===== config.mk =====
export PLATFORM = sky130hd
export DESIGN_NAME = chash_hash
export DESIGN_NICKNAME = d
export VERILOG_FILES = /design/src/design/chash_pkg.sv /design/src/design/chash_hash.sv
export SDC_FILE = /design/constraint.sdc
export NUM_CORES = 1
export LEC_CHECK = 0
export BUFFER_PORTS_ARGS = -buffer_cell sky130_fd_sc_hd__buf_2
export CAP_MARGIN = 20
export CORE_MARGIN = 5
export CORE_UTILIZATION = 39
export CTS_CLUSTER_SIZE = 8
export DETAILED_ROUTE_END_ITERATION = 12
export PLACE_DENSITY = 0.64
export SYNTH_ARGS = -nofsm -noshare
export SYNTH_HDL_FRONTEND = slang
export SYNTH_SLANG_ARGS = --single-unit

===== constraint.sdc =====
create_clock -name clk -period 6.1 [get_ports clk]
set_input_delay 1.22 -clock clk [delete_from_list [all_inputs] [get_ports clk]]
set_output_delay 1.22 -clock clk [all_outputs]
set_load 0.005 [all_outputs]

===== src/design/chash_pkg.sv =====
// ----------------------------------------------------------------------------
// chash_pkg
// Shared types and constants for the chunk coordinate hash table.
// ----------------------------------------------------------------------------
package chash_pkg;

	localparam int COORD_W  = 26;
	localparam int IDX_W    = 13;
	localparam int STATUS_W = 3;

	localparam int HOME_SLOTS_DEF  = 4096;
	localparam int SPILL_SLOTS_DEF = 1024;
	localparam int COORD_LIMIT_DEF = 33554432;

	typedef enum logic [STATUS_W-1:0] {
		ST_FOUND     = 3'd0,
		ST_CLAIMED   = 3'd1,
		ST_APPENDED  = 3'd2,
		ST_ABSENT    = 3'd3,
		ST_POOL_FULL = 3'd4
	} status_t;

	typedef struct packed {
		logic [COORD_W-1:0] x;
		logic [COORD_W-1:0] y;
		logic [COORD_W-1:0] z;
	} key_t;

	typedef struct packed {
		logic valid;
		key_t key;
	} home_word_t;

	// Per-cycle strobes from the sequencer to the table storage.
	typedef struct packed {
		logic home_we;
		logic home_re;
		logic hlink_we;
		logic spill_we;
		logic spill_re;
		logic slink_we;
	} mem_ctl_t;

endpackage


===== src/design/chash_hash.sv =====
// ----------------------------------------------------------------------------
// chash_hash
// Registered home slot hash and coordinate range check for one item.
// ----------------------------------------------------------------------------
module chash_hash #(
	parameter int HOME_SLOTS  = chash_pkg::HOME_SLOTS_DEF,
	parameter int COORD_LIMIT = chash_pkg::COORD_LIMIT_DEF,
	localparam int HW = (HOME_SLOTS > 1) ? $clog2(HOME_SLOTS) : 1
) (
	input  logic                                 clk,
	input  logic                                 en,
	input  logic signed [chash_pkg::COORD_W-1:0] coord_x,
	input  logic signed [chash_pkg::COORD_W-1:0] coord_y,
	input  logic signed [chash_pkg::COORD_W-1:0] coord_z,
	output logic [HW-1:0]                        home_s1,
	output logic                                 out_of_range_s1
);

	localparam logic signed [31:0] LIM     = 32'(COORD_LIMIT);
	localparam logic [HW-1:0]      HMASK   = HW'(HOME_SLOTS - 1);

	logic signed [31:0] xs, ys, zs;
	logic [31:0]        sum;
	logic               oor;

	always_comb begin
		xs  = 32'(coord_x);
		ys  = 32'(coord_y);
		zs  = 32'(coord_z);
		// 19x + 7y + 3z with 32-bit wraparound, built from shifts and adds.
		sum = (xs <<< 4) + (xs <<< 1) + xs
		    + (ys <<< 3) - ys
		    + (zs <<< 1) + zs;
		oor = (xs <= -LIM) || (xs >= LIM)
		   || (ys <= -LIM) || (ys >= LIM)
		   || (zs <= -LIM) || (zs >= LIM);
	end

	always_ff @(posedge clk) begin
		if (en) begin
			home_s1         <= sum[HW-1:0] & HMASK;
			out_of_range_s1 <= oor;
		end
	end

endmodule


==> flow_summary.json <==
{
  "yosys_warnings": 0,
  "ys_types": 20,
  "min_period_ns": 4.84,
  "critical_path_buf_inv_count": 3,
  "dp_hpwl_um": 5090,
  "yosys.area.top_type_share_pct": 40.6,
  "drv_cap": 0,
  "p_comb_share_pct": 74.6,
  "slowest_delay_ns": 0.54,
  "clock_sinks": 13,
  "numCtsBuffers": 3,
  "ys_seq_area_share_pct": 17.6,
  "start_util_pct": 40.3,
  "switching_power_mw": 0.433,
  "firstDrtPassIters": 4,
  "post-route-drc-count": 0,
  "row_count": 27,
  "ir_worst_vdd_uv": 180,
  "slew-limit-headroom_pct": 75.3,
  "cts.reportedPaths.clkPinSlew_ns": 0.05,
  "cts_setup_buffers": 0,
  "slew_viol_final": 0,
  "place.gp.congestion": 0.872,
  "dr.first_iter.drc_count": 34,
  "power_frac_seq_pct": 18.7,
  "grt_max_degree": 14,
  "syn-num-nets": 355,
  "cts_resized": 0,
  "die_area_sq_mm": 0.00730,
  "die_w_um": 85.4,
  "drive_above_1_share_pct": 31.7,
  "crit_top_cell": "fa_1",
  "postCtsHoldBufs": 0,
  "hp-class": "in -> reg",
  "overflow": 0,
  "p_int_mw": 0.616,
  "status": "completed",
  "fillCellCount": 512,
  "critPathSlowestCell": "fa_1",
  "port_buffers": 92,
  "ys_seq_elements": 13,
  "syn_to_final_growth_pct": 26.8,
  "viasPerCell": 4.59,
  "wirelength_um": 5220,
  "die_y_um": 85.4,
  "ant_nets": 0,
  "p_total_mw": 1.05,
  "cp.arrival_ns": 4.82,
  "cts.path.max_buffers": 2,
  "cp_cell_sequence": "buf_2, inv_1, fa_1, fa_1, fa_1, inv_1, ha_1, ha_1, fa_1, a21o_1, a21oi_2, o21ai_1, o41ai_2, xnor2_1",
  "final.period_utilization_pct": 79.4,
  "cp_data_required_time_ns": 6.07,
  "rsz0062_at_grt": "no",
  "grt_pass1_wl_um": 8900,
  "core_region_area_sq_mm": 0.00551,
  "synth_area_leaders": "fa_1 41%, edfxtp_1 18%, inv_1 12%",
  "syn_area_sq_mm": 0.00222,
  "path_delay_family": "adder cells",
  "critPathMaxFanout": 4,
  "clock_power_share_pct": 6.6,
  "worst_slew_pin_slew_ns": 0.367,
  "avgSynthCellArea_sq_um": 10.4,
  "routedWlPerCell_um": 13.7,
  "path_class": "in -> reg",
  "p_per_area_mw_per_mm2": 373,
  "crit_path_start": "coord_x[2]",
  "clockRootBuffer": "clkbuf_8",
  "layout.nets": 452,
  "syn_inst": 213,
  "synth_top_cell_by_area": "fa_1",
  "postLayoutCoreUtil_pct": 51.1,
  "antenna_found_initial": 0,
  "max_freq_ghz": 0.207,
  "num_antenna_cells": 0,
  "start_kind": "primary input",
  "endpoint_kind": "flip-flop",
  "swShare_pct": 41.3,
  "final-setup-viol-count": 0,
  "grt_usage_pct": 15.4,
  "hold_viol": 0,
  "vias": 1750,
  "grt_pass1_vias": 2087,
  "htree_levels": 1,
  "setup_tns_ns": 0,
  "min_from": "en",
  "cts_tree": "built",
  "pin_count": 93,
  "p_leak_nw": 1.48
}
[cells in the final DEF (no fill, tap or decap)]
cell type,count
nor2_1,6
inv_1,73
clkbuf_8,3
a21oi_1,1
nor3_1,2
clkbuf_1,1
o21ai_0,1
fa_1,45
nand3_1,1
or4_1,1
xor2_1,2
xnor2_1,16
nand2b_1,1
ha_1,17
buf_2,92
edfxtp_1,13
a21oi_2,1
nand2_1,5
nand4_1,7
nor4_1,15
a21o_1,2
o41ai_2,2
o21ai_1,2
[sequential cells by signal, summed over array words and instances (netlist names)]
signal	count
home_s1	12
out_of_range_s1	1
[synth_stat cells]
master and number:
nand2b_1 1, or4_1 1, inv_1 73, a21o_1 2
fa_1 45, xor2_1 2, o21ai_1 2, nor4_1 15
ha_1 17, edfxtp_1 13, a21oi_2 1, nand3_1 1
o21ai_0 1, nand4_1 7, nor2_1 6, nor3_1 2
a21oi_1 1, nand2_1 5, o41ai_2 2, xnor2_1 16
[path summary, 6_finish.rpt]
kind	cells after the start	end	slack, ns
worst min-delay path	1	home_s1[6]	1.37
worst max-delay path	14	home_s1[11]	1.26
[area by class of cell]
cell class | count | area (sq um) | share of cell area (%)
multi-input combinational | 127 | 1560 | 55.2
clock buffer | 4 | 45.0 | 1.60
sequential | 13 | 390 | 13.9
timing repair buffer | 92 | 460 | 16.4
tap | 72 | 90.1 | 3.20
inverter | 73 | 274 | 9.73
[metrics by stage]
stage                     hold slack [ns]  std cells  setup WS (ns)  cell area, sq um
after CTS                            1.37        381           1.24              2820
after global placement               1.61        377           1.07              2770
after global routing                 1.37        381           1.07              2820
after detailed placement             1.61        377          0.995              2770
after floorplan                      1.33        213           1.32              2220
final                                1.37        381           1.26              2820
[layer usage]
metal	GRT usage (%)	up-vias	wire length [um]
met5	0	-	0
met4	5.61	0	142
met3	2.82	11	473
met2	27.5	102	2510
met1	18.3	788	2100
li1	-	849	-
[cell families (layout without fill, tap and decap cells)]
kind of cell / after synthesis / after routing / share of synthesized area (%)
flops: 13 / 13 / 17.6
buf+inv: 73 / 169 / 12.3
xor+xnor: 18 / 18 / 7.10
fa+ha+maj: 62 / 62 / 50.2
compound gates: 9 / 9 / 3.44
simple gates: 38 / 38 / 9.36
[power by group through the flow]
stage | Combinational, mW | Sequential (mW) | Clock [mW]
final | 0.783 | 0.197 | 0.0696
after global routing | 0.914 | 0.200 | 0.0778
after CTS | 0.802 | 0.197 | 0.0720
after detailed placement | 0.798 | 0.199 | 0
after global placement | 0.778 | 0.198 | 0
after floorplan | 0.602 | 0.206 | 0
(Power assumes the default switching activity.)
