==> config.mk <==
export PLATFORM = sky130hd
export DESIGN_NAME = chash_ctrl
export DESIGN_NICKNAME = d
export VERILOG_FILES = /design/src/design/chash_pkg.sv /design/src/design/chash_ctrl.sv
export SDC_FILE = /design/constraint.sdc
export NUM_CORES = 1
export LEC_CHECK = 0
export ABC_AREA = 0
export BUFFER_PORTS_ARGS = -buffer_cell sky130_fd_sc_hd__clkbuf_2
export CORE_AREA = 2 2 200 202
export CTS_CLUSTER_DIAMETER = 100
export DETAILED_ROUTE_END_ITERATION = 7
export DIE_AREA = 0 0 202 204
export HOLD_SLACK_MARGIN = 0.1
export PLACE_DENSITY = 0.51
export REMOVE_ABC_BUFFERS = 1
export SKIP_CTS_REPAIR_TIMING = 1
export SLEW_MARGIN = 20
export SYNTH_ARGS = -nofsm -noshare
export SYNTH_HDL_FRONTEND = slang
export SYNTH_SLANG_ARGS = --single-unit
==> constraint.sdc <==
create_clock -name clk -period 11.6 [get_ports clk]
set_input_delay 1.16 -clock clk [delete_from_list [all_inputs] [get_ports clk]]
set_output_delay 1.16 -clock clk [all_outputs]
set_load 0.01 [all_outputs]
==> src/design/chash_pkg.sv <==
// ----------------------------------------------------------------------------
// chash_pkg
// Shared types and constants for the chunk coordinate hash table.
// ----------------------------------------------------------------------------
package chash_pkg;

	localparam int COORD_W  = 26;
	localparam int IDX_W    = 13;
	localparam int STATUS_W = 3;

	localparam int HOME_SLOTS_DEF  = 4096;
	localparam int SPILL_SLOTS_DEF = 1024;
	localparam int COORD_LIMIT_DEF = 33554432;

	typedef enum logic [STATUS_W-1:0] {
		ST_FOUND     = 3'd0,
		ST_CLAIMED   = 3'd1,
		ST_APPENDED  = 3'd2,
		ST_ABSENT    = 3'd3,
		ST_POOL_FULL = 3'd4
	} status_t;

	typedef struct packed {
		logic [COORD_W-1:0] x;
		logic [COORD_W-1:0] y;
		logic [COORD_W-1:0] z;
	} key_t;

	typedef struct packed {
		logic valid;
		key_t key;
	} home_word_t;

	// Per-cycle strobes from the sequencer to the table storage.
	typedef struct packed {
		logic home_we;
		logic home_re;
		logic hlink_we;
		logic spill_we;
		logic spill_re;
		logic slink_we;
	} mem_ctl_t;

endpackage

==> src/design/chash_ctrl.sv <==
// ----------------------------------------------------------------------------
// chash_ctrl
// Sequencer for lookup, chain walk and append, with the shared key compare.
// ----------------------------------------------------------------------------
module chash_ctrl #(
	parameter int HOME_SLOTS  = chash_pkg::HOME_SLOTS_DEF,
	parameter int SPILL_SLOTS = chash_pkg::SPILL_SLOTS_DEF,
	localparam int HW = (HOME_SLOTS > 1) ? $clog2(HOME_SLOTS) : 1,
	localparam int SW = (SPILL_SLOTS > 1) ? $clog2(SPILL_SLOTS) : 1,
	localparam int LW = $clog2(SPILL_SLOTS + 1),
	localparam int IW = chash_pkg::IDX_W
) (
	input  logic                  clk,
	input  logic                  arst_n,
	// Input beat
	input  logic                  in_valid,
	output logic                  in_ready,
	input  logic                  in_op,
	input  chash_pkg::key_t       in_key,
	// Hash unit
	input  logic [HW-1:0]         home_s1,
	input  logic                  out_of_range_s1,
	// Storage
	output chash_pkg::mem_ctl_t   ctl,
	output logic [HW-1:0]         home_addr,
	output chash_pkg::home_word_t home_wdata,
	output logic [LW-1:0]         hlink_wdata,
	output logic [SW-1:0]         spill_raddr,
	output logic [SW-1:0]         spill_waddr,
	output chash_pkg::key_t       spill_wdata,
	output logic [SW-1:0]         slink_waddr,
	output logic [LW-1:0]         slink_wdata,
	input  chash_pkg::home_word_t home_rd_q,
	input  logic [LW-1:0]         hlink_rd_q,
	input  chash_pkg::key_t       spill_rd_q,
	input  logic [LW-1:0]         slink_rd_q,
	// Result beat
	output logic                  out_valid,
	input  logic                  out_ready,
	output chash_pkg::status_t    out_status,
	output logic [IW-1:0]         out_index
);

	typedef enum logic [8:0] {
		S_CLEAR = 9'b000000001,
		S_IDLE  = 9'b000000010,
		S_HASH  = 9'b000000100,
		S_HCHK  = 9'b000001000,
		S_SNEXT = 9'b000010000,
		S_SCHK  = 9'b000100000,
		S_MISS  = 9'b001000000,
		S_LINK  = 9'b010000000,
		S_EMIT  = 9'b100000000
	} state_t;

	localparam logic [HW-1:0] HLAST  = HW'(HOME_SLOTS - 1);
	localparam logic [LW-1:0] SLOTS  = LW'(SPILL_SLOTS);
	localparam logic [LW-1:0] LINK1  = LW'(1);

	state_t             state_q, state_d;
	logic               op_q;
	chash_pkg::key_t    key_q;
	logic [HW-1:0]      clr_q;
	logic [LW-1:0]      link_q;
	logic [LW-1:0]      steps_q;
	logic [LW-1:0]      used_q;
	logic               tail_home_q;
	logic [SW-1:0]      tail_q;
	chash_pkg::status_t res_status_q;
	logic [IW-1:0]      res_index_q;
	logic               out_valid_q;
	chash_pkg::status_t out_status_q;
	logic [IW-1:0]      out_index_q;

	logic [LW-1:0]      spill_link_idx;
	logic [SW-1:0]      spill_idx;
	chash_pkg::key_t    cmp_key;
	logic               key_hit;
	logic               can_walk;
	logic               emit_go;
	logic [IW-1:0]      home_index;
	logic [IW-1:0]      spill_index;
	logic [IW-1:0]      new_index;

	always_comb begin
		spill_link_idx = link_q - LINK1;
		spill_idx      = SW'(spill_link_idx);
		// One comparator serves both the home slot and each chain entry.
		cmp_key        = (state_q == S_SCHK) ? spill_rd_q : home_rd_q.key;
		key_hit        = (cmp_key == key_q);
		can_walk       = (link_q != '0) && (spill_link_idx < used_q) && (steps_q < SLOTS);
		emit_go        = !out_valid_q || out_ready;
		home_index     = IW'(home_s1);
		spill_index    = IW'(32'(HOME_SLOTS) + 32'(spill_idx));
		new_index      = IW'(32'(HOME_SLOTS) + 32'(used_q));
	end

	always_comb begin
		state_d          = state_q;
		ctl              = '0;
		home_addr        = (state_q == S_CLEAR) ? clr_q : home_s1;
		home_wdata       = '0;
		hlink_wdata      = '0;
		spill_raddr      = spill_idx;
		spill_waddr      = SW'(used_q);
		spill_wdata      = key_q;
		slink_waddr      = SW'(used_q);
		slink_wdata      = '0;
		in_ready         = 1'b0;
		case (state_q)
			S_CLEAR: begin
				ctl.home_we = 1'b1;
				if (clr_q == HLAST) begin
					state_d = S_IDLE;
				end
			end
			S_IDLE: begin
				in_ready = 1'b1;
				if (in_valid) begin
					state_d = S_HASH;
				end
			end
			S_HASH: begin
				if (out_of_range_s1) begin
					state_d = S_EMIT;
				end else begin
					ctl.home_re = 1'b1;
					state_d     = S_HCHK;
				end
			end
			S_HCHK: begin
				if (!home_rd_q.valid) begin
					ctl.home_we      = 1'b1;
					ctl.hlink_we     = 1'b1;
					home_wdata.valid = 1'b1;
					home_wdata.key   = key_q;
					state_d          = S_EMIT;
				end else if (key_hit) begin
					state_d = S_EMIT;
				end else begin
					state_d = S_SNEXT;
				end
			end
			S_SNEXT: begin
				if (can_walk) begin
					ctl.spill_re = 1'b1;
					state_d      = S_SCHK;
				end else begin
					state_d = S_MISS;
				end
			end
			S_SCHK: begin
				state_d = key_hit ? S_EMIT : S_SNEXT;
			end
			S_MISS: begin
				if (op_q && (used_q < SLOTS)) begin
					ctl.spill_we = 1'b1;
					ctl.slink_we = 1'b1;
					state_d      = S_LINK;
				end else begin
					state_d = S_EMIT;
				end
			end
			S_LINK: begin
				if (tail_home_q) begin
					ctl.hlink_we = 1'b1;
					hlink_wdata  = used_q + LINK1;
				end else begin
					ctl.slink_we = 1'b1;
					slink_waddr  = tail_q;
					slink_wdata  = used_q + LINK1;
				end
				state_d = S_EMIT;
			end
			S_EMIT: begin
				if (emit_go) begin
					state_d = S_IDLE;
				end
			end
			default: begin
				state_d = S_IDLE;
			end
		endcase
	end

	always_ff @(posedge clk or negedge arst_n) begin
		if (!arst_n) begin
			state_q     <= S_CLEAR;
			clr_q       <= '0;
			used_q      <= '0;
			out_valid_q <= 1'b0;
		end else begin
			state_q <= state_d;
			if (state_q == S_CLEAR) begin
				clr_q <= clr_q + HW'(1);
			end
			if (state_q == S_LINK) begin
				used_q <= used_q + LINK1;
			end
			if (state_q == S_EMIT && emit_go) begin
				out_valid_q <= 1'b1;
			end else if (out_ready) begin
				out_valid_q <= 1'b0;
			end
		end
	end

	// Item and walk registers; no reset needed.
	always_ff @(posedge clk) begin
		case (state_q)
			S_IDLE: begin
				if (in_valid) begin
					op_q  <= in_op;
					key_q <= in_key;
				end
			end
			S_HASH: begin
				res_status_q <= chash_pkg::ST_ABSENT;
				res_index_q  <= '0;
			end
			S_HCHK: begin
				if (!home_rd_q.valid) begin
					res_status_q <= chash_pkg::ST_CLAIMED;
					res_index_q  <= home_index;
				end else if (key_hit) begin
					res_status_q <= chash_pkg::ST_FOUND;
					res_index_q  <= home_index;
				end
				link_q      <= hlink_rd_q;
				steps_q     <= '0;
				tail_home_q <= 1'b1;
			end
			S_SCHK: begin
				if (key_hit) begin
					res_status_q <= chash_pkg::ST_FOUND;
					res_index_q  <= spill_index;
				end else begin
					tail_home_q <= 1'b0;
					tail_q      <= spill_idx;
					link_q      <= slink_rd_q;
					steps_q     <= steps_q + LINK1;
				end
			end
			S_MISS: begin
				if (!op_q) begin
					res_status_q <= chash_pkg::ST_ABSENT;
					res_index_q  <= '0;
				end else if (used_q >= SLOTS) begin
					res_status_q <= chash_pkg::ST_POOL_FULL;
					res_index_q  <= '0;
				end else begin
					res_status_q <= chash_pkg::ST_APPENDED;
					res_index_q  <= new_index;
				end
			end
			S_EMIT: begin
				if (emit_go) begin
					out_status_q <= res_status_q;
					out_index_q  <= res_index_q;
				end
			end
			default: begin
			end
		endcase
	end

	assign out_valid  = out_valid_q;
	assign out_status = out_status_q;
	assign out_index  = out_index_q;

endmodule

==> summary.txt, run 1 <==
Power
  • PD cells: ~140 nW/um^2
  • Clk pwr share: 0.295
  • Switching share of power: 0.3545
  • Logic pwr share: 0.246
  • Peak supply drop: between 0.0001 and 0.00015 V
  • Leakage: ~6.2 nW
  • Total power: ~0.0020 W
  • Cell-internal power: around 0.0013 W
  • Reg power frac: 0.459
  • Sw Pwr: a little over 0.0007 W

Global routing
  • Largest net degree at the start of global routing: 57
  • Global-route wire length before repair: ~67000 um
  • Vias in the first global route: 9510
  • Antenna violations before repair: 0
  • GRT Util Overall: 0.2281
  • GRT Residual Overflow: 0

Synthesis
  • Count leader, synth: edfxtp_1
  • Synth warn: 0
  • Synth Instances: between 900 and 1000
  • Async set-reset flop share out of synthesis: 0.1864
  • Number of synthesized register bits: between 150 and 200
  • Cell Area, Synth: slightly above 10000 sq um
  • Mean Syn Cell Area: between 10 and 15 sq um
  • Synth area leader: edfxtp_1
  • Post-synth EDFFs: 144
  • Sequential-to-total area share from yosys stat: 0.5102
  • Top cells by count, synth: edfxtp_1, nand2_1, nor2_1
  • Area share of the largest cell type after synthesis: 0.4283
  • Netlist cell types: 64
  • Main synth FF type: edfxtp_1
  • Dominant cells by area after synthesis: edfxtp_1, dfrtp_1, xor2_1, xnor2_1, nand2_1

Worst setup path
  • Startpoint types: register
  • Setup slack, reg-to-reg: slightly below 7 ns
  • Worst EP arrival: 3.99 ns
  • Required @ worst endpoint: roughly 10 ns
  • Worst Setup End Kind: primary output
  • Worst r2r dst: steps_q[3]$_SDFFCE_PN0P_
  • Reg2Reg Depth: 12
  • CP endpoint: slink_waddr[9]
  • Worst Path Class, Setup: register to primary output
  • Reg2reg start: state_q[4]$_DFFE_PN0P_
  • Setup crit start: state_q[4]$_DFFE_PN0P_
  • CP Max Fanout: 21

Placed design
  • Placer Congestion: roughly 0.94
  • # port buffers: ~520
  • Cells after DPL: 1993
  • Setup WS pre-CTS: about 6.5 ns
  • DP HPWL: roughly 40000 um

Clock network
  • Clock root cell: clkbuf_16
  • CTS H-tree depth: 4
  • Reg clk slew, reported paths: 0.07 ns
  • Sink Count: between 150 and 200
  • Cts bufs inserted: 17
  • TritonCTS clock tree: done
  • Clock tree buffer depth: 2
  • Clk_lat worst skew: roughly 0.45 ns

STA
  • Slew @ Worst Pin: a little over 1 ns
  • Post-Route Setup TNS: 0 ns
  • Final hold violations: 0
  • Layout Skew: ~0.0089 ns
  • RSZ-0062 raised after global routing: false
  • Slew Limit Fails: 0
  • Setup violators final: 0
  • Fmax achieved: between 150 and 200 MHz
  • Final Cycle Share: 0.4438
  • Worst setup margin: around 6.5 ns
  • Fin crit period: approximately 5.1 ns
  • Slew margin rel.: 0.3105

Detailed routing
  • Starting DRT DRC Count: roughly 520
  • WL per Instance: 23.50 um
  • DRT Pass-1 Iters: 5
  • DR DRC count: 0
  • Antenna viol nets, final: 0
  • Final WL: 47590 um
  • Vias per inst: 4.677
  • Via Count: between 9000 and 10000

Finish
  • Share of layout cells above drive strength 1: 0.3953
  • Post-Layout Cell Count: roughly 2000
  • Diodes inserted: 0
  • P&R area growth vs syn: 37.21%
  • Final nets: 1777

Floorplanning
  • Rows: between 70 and 80
  • I/O pin count: 520
  • Die width: between 200 and 250 um
  • Starting density of the core: 0.2577
  • DIE AREA: approximately 40000 sq um
  • Die height: between 200 and 250 um
  • Core Area: around 39000 sq um

Outcome
  • Outcome: finished clean

Min path
  • Hold Crit Class: register to register

Job
  • Max-cap violations: 0
registers in the layout, indices dropped and copies added (netlist names):
name	cells
used_q	11
link_q	11
op_q	1
clr_q	12
steps_q	11
spill_wdata	78
res_status_q	3
out_index	13
res_index_q	13
tail_home_q	1
out_status	3
tail_q	10
out_valid	1
state_q	9
layout make-up:
type	instances	area, sq um
Clock buffer	19	432.9
Clock inverter	13	145.1
Fill cell	4092	25330
Inverter	58	217.7
Multi-Input combinational cell	702	4563
Sequential cell	177	5151
Tap cell	525	656.9
Timing Repair Buffer	531	2688
stage by stage:
step | hold WS (ns) | cell area, sq um | util
3_5_place_dp | 0.4054 | 13270 | 0.3386
4_1_cts | 0.4234 | 13850 | 0.3534
5_1_grt | 0.4280 | 13850 | 0.3536
2_1_floorplan | 0.4003 | 9897 | -
6_report | 0.4222 | 13850 | 0.3536
3_3_place_gp | 0.4006 | 13270 | 0.3386
worst max-delay path, cell delays in order, from the launching register on:
cell	delay (ns)
dfrtp_1	0.45
nor3_2	0.62
nand2_1	0.18
or3_1	0.38
or3b_2	0.59
nor2_1	0.82
nand2_1	0.12
o21ai_0	0.16
clkbuf_2	0.22
worst min path at each step:
stage,slack [ns],to,cells after the start,from
after floorplan,0.40,out_index[0]$_DFFE_PP_,0,res_index_q[0]$_DFFE_PP_
after global placement,0.40,out_index[8]$_DFFE_PP_,0,res_index_q[8]$_DFFE_PP_
after detailed placement,0.41,out_index[10]$_DFFE_PP_,0,res_index_q[10]$_DFFE_PP_
after CTS,0.42,out_index[10]$_DFFE_PP_,0,res_index_q[10]$_DFFE_PP_
after global routing,0.43,out_index[0]$_DFFE_PP_,0,res_index_q[0]$_DFFE_PP_
final,0.42,out_index[10]$_DFFE_PP_,0,res_index_q[10]$_DFFE_PP_
cell usage in the layout (no fill, tap or decap), drive strengths merged, types with 16 or more instances in the layout:
cell type / count
nand3: 26
edfxtp: 144
inv: 65
nor3: 16
nor4: 24
and2: 63
o21ai: 21
nand2: 113
nor2b: 40
clkbuf: 538
xnor2: 56
dfrtp: 32
nor2: 89
xor2: 67
kinds of logic after synthesis:
family	after synthesis	synth area share
flops	177	0.5102
fa+ha+maj	15	0.01859
xor+xnor	123	0.1067
buf+inv	100	0.04139
compound gates	108	0.07795
mux	24	0.02515
simple gates	432	0.2201
power by group through the flow:
stage | combinational, W | clock, W | sequential, W
after floorplan | 0.000214 | 0 | 0.000918
after global placement | 0.000495 | 0 | 0.000933
after detailed placement | 0.000497 | 0 | 0.000934
after CTS | 0.000500 | 0.000609 | 0.000921
after global routing | 0.000534 | 0.000632 | 0.000932
final | 0.000494 | 0.000592 | 0.000920
layer usage:
metal	share of wire	global-route usage
met1	0.42	0.2831
met2	0.51	0.4018
met3	0.055	0.04496
met4	0.019	0.06460
met5	0	0
(Power assumes the default switching activity.)
==> run 2: changes to the inputs <==
- PLACE_DENSITY: 0.51 -> 0.52
- clock period: 11.6 -> 4.2 ns (I/O delays scaled with it)
==> run 2 against run 1 <==
  * Final cell count grew 1.2%
  * Worst hold slack worse by 0.34 ns
  * Power grew to 2.8 times the previous value
  * Non-clock buffer count increased by 23
  * Sequential cell count is the same
  * Critical path type unchanged
  * Clock-buffer cell count is 2 higher
  * Combinational power increased to 2.9 times the previous value
==> summary.txt, run 2 (same netlist as run 1, synthesis figures left out) <==
STA
  • Slew @ Worst Pin: 0.9257 ns (was 1.030 ns)
  • Layout Skew: 0.01230 ns (was 0.008871 ns)
  • Final Cycle Share: 0.9403
  • Worst setup margin: 0.2506 ns (was 6.452 ns)
  • RSZ-0062 raised after global routing: false (unchanged)
  • Setup violators final: 0 (unchanged)
  • Slew Limit Fails: 0 (unchanged)
  • Post-Route Setup TNS: 0 ns (unchanged)
  • Final hold violations: 0 (unchanged)
  • Slew margin rel.: 0.3829 (was 0.3105)
  • Fmax achieved: between 200 and 300 MHz
  • Fin crit period: 3.949 ns

Placed design
  • Placer Congestion: 0.9206 (was 0.9415)
  • # port buffers: 519 (unchanged)
  • Cells after DPL: 2015 (was 1993)
  • Setup WS pre-CTS: 0.4282 ns (was 6.463 ns)
  • Placed instance area: 13460 sq um (was 13270 sq um)
  • DP HPWL: 39390 um (was 39690 um)

Worst setup path
  • Delay-heaviest family, CP: simple AND/OR/NAND/NOR gates (unchanged)
  • Crit path depth: 11 (was 8)
  • Worst EP arrival: 3.53 ns (was 3.99 ns)
  • Slowest stage delay, CP: 0.53 ns (was 0.82 ns)
  • Startpoint types: register (unchanged)
  • Required @ worst endpoint: 3.78 ns (was 10.44 ns)
  • Critical path's slowest cell: or3b_2 (was nor2_1)
  • Worst Setup End Kind: primary output (unchanged)
  • Setup crit start: link_q[3]$_DFFE_PP_ (was state_q[4]$_DFFE_PN0P_)
  • CP Max Fanout: 3 (was 21)
  • CP endpoint: ctl[1] (was slink_waddr[9])
  • Reg2reg start: state_q[7]$_DFFE_PN0P_ (was state_q[4]$_DFFE_PN0P_)
  • Setup slack, reg-to-reg: 0.53 ns (was 6.85 ns)
  • Reg2Reg Depth: 11 (was 12)
  • Crit path cell chain: or3_1, or3b_2, nor3_1, xor2_1, ha_1, a21oi_1, nor2b_1, o21ai_0, nand3_1, nor3_2, clkbuf_2 (was nor3_2, nand2_1, or3_1, or3b_2, nor2_1, nand2_1, o21ai_0, clkbuf_2)
  • Buf+Inv Stages, Crit Path: 1 (unchanged)
  • Worst Path Class, Setup: register to primary output (unchanged)
  • Worst r2r dst: res_index_q[3]$_DFFE_PP_ (was steps_q[3]$_SDFFCE_PN0P_)

Detailed routing
  • WL per Instance: 23.04 um (was 23.50 um)
  • DR DRC count: 0 (unchanged)
  • Via Count: 9643 (was 9471)
  • Vias per inst: 4.706 (was 4.677)
  • DRT Pass-1 Iters: 5 (unchanged)
  • Starting DRT DRC Count: 697 (was 524)
  • Final WL: 47220 um (was 47590 um)
  • Antenna viol nets, final: 0 (unchanged)

Finish
  • Flip-flop count of the largest register after layout: 78 (unchanged)
  • Post-Layout Cell Count: 2049 (was 2025)
  • # fillers: 4082 (was 4092)
  • Commonest non-fill, non-tap cell in the layout: clkbuf_2 (unchanged)
  • Final Cell Area: 14050 sq um (was 13850 sq um)
  • Final nets: 1800 (was 1777)
  • Most frequent cells in the layout: clkbuf_2, edfxtp_1, nand2_1, nor2_1, xor2_1 (unchanged)
  • Share of layout cells above drive strength 1: 0.4032 (was 0.3953)
  • P&R area growth vs syn: 39.17% (was 37.21%)

Clock network
  • Clk_lat worst skew: 0.45 ns (about the same)
  • CTS H-tree depth: 4 (unchanged)
  • TritonCTS clock tree: done (unchanged)
  • Cts bufs inserted: 17 (unchanged)
  • Clock tree buffer depth: 2 (unchanged)
  • Sink Count: 177 (unchanged)
  • Clock root cell: clkbuf_16 (unchanged)
  • Reg clk slew, reported paths: 0.08 ns (was 0.07 ns)

Floorplanning
  • Rows: 73 (unchanged)
  • DIE AREA: 41210 sq um (unchanged)
  • Starting density of the core: 0.2577 (unchanged)
  • Die height: 204 um (unchanged)
  • I/O pin count: 520 (unchanged)
  • Die width: 202 um (unchanged)
  • Core Area: 39180 sq um (unchanged)

Outcome
  • Outcome: finished clean (unchanged)

Global routing
  • Largest net degree at the start of global routing: 80 (was 57)
  • Antenna violations before repair: 1 (was 0)
  • GRT Residual Overflow: 0 (unchanged)
  • GRT Util Overall: 0.2257 (was 0.2281)
  • Vias in the first global route: 9636 (was 9510)
  • Global-route wire length before repair: 66980 um (was 67050 um)

Job
  • Max-cap violations: 0 (unchanged)

Power
  • Total power: 0.005594 W (was 0.002006 W)
  • Leakage: 6.343 nW (was 6.212 nW)
  • Peak supply drop: 0.0002860 V (was 0.0001050 V)
  • PD cells: 398.1 nW/um^2 (was 144.8 nW/um^2)

Min path
  • Hold Crit Class: primary input to asynchronous set/reset pin (was register to register)
run 2: worst min path at each step:
stage	from	end	slack (ns)
3_5_place_dp	res_index_q[0]$_DFFE_PP_	out_index[0]$_DFFE_PP_	0.40
2_1_floorplan	arst_n	clr_q[0]$_DFFE_PN0P_	0.12
3_3_place_gp	res_index_q[8]$_DFFE_PP_	out_index[8]$_DFFE_PP_	0.40
6_report	arst_n	state_q[2]$_DFFE_PN0P_	0.08
5_1_grt	in_key[30]	spill_wdata[30]$_DFFE_PP_	0.11
4_1_cts	arst_n	state_q[2]$_DFFE_PN0P_	0.07
run 2: layout make-up:
cell class	count	area, sq um	area share
flip-flops and latches	177	5151	0.3666
multi-input cells	702	4561	0.3245
repair buffers	554	2885	0.2053
well taps	525	656.9	0.04675
clock buffers	21	461.7	0.03286
inverters	58	217.7	0.01549
clock inverters	11	116.4	0.008281
diodes	1	2.502	0.0001781
run 2: routing by layer:
| layer | wire (um) | vias up | global-route usage |
|---|---|---|---|
| li1 | - | 4511 | - |
| met2 | 23340 | 408 | 0.3889 |
| met1 | 19580 | 4674 | 0.2803 |
| met3 | 3045 | 50 | 0.04799 |
| met5 | 0 | - | 0 |
| met4 | 1254 | 0 | 0.07642 |
run 2: power breakdown:
part | internal (W) | total, W | leakage, nW | switching (W)
Combinational | 0.000545 | 0.00142 | 4.30 | 0.000878
Sequential | 0.00223 | 0.00252 | 1.76 | 0.000291
Clock | 0.000873 | 0.00166 | 0.288 | 0.000782
Total | 0.00364 | 0.00559 | 6.34 | 0.00195
run 2: through the flow:
step | utilization | hold WS [ns]
2_1_floorplan | - | 0.1244
3_3_place_gp | 0.3435 | 0.4028
3_5_place_dp | 0.3435 | 0.4045
4_1_cts | 0.3582 | 0.07478
5_1_grt | 0.3586 | 0.1106
6_report | 0.3586 | 0.07892
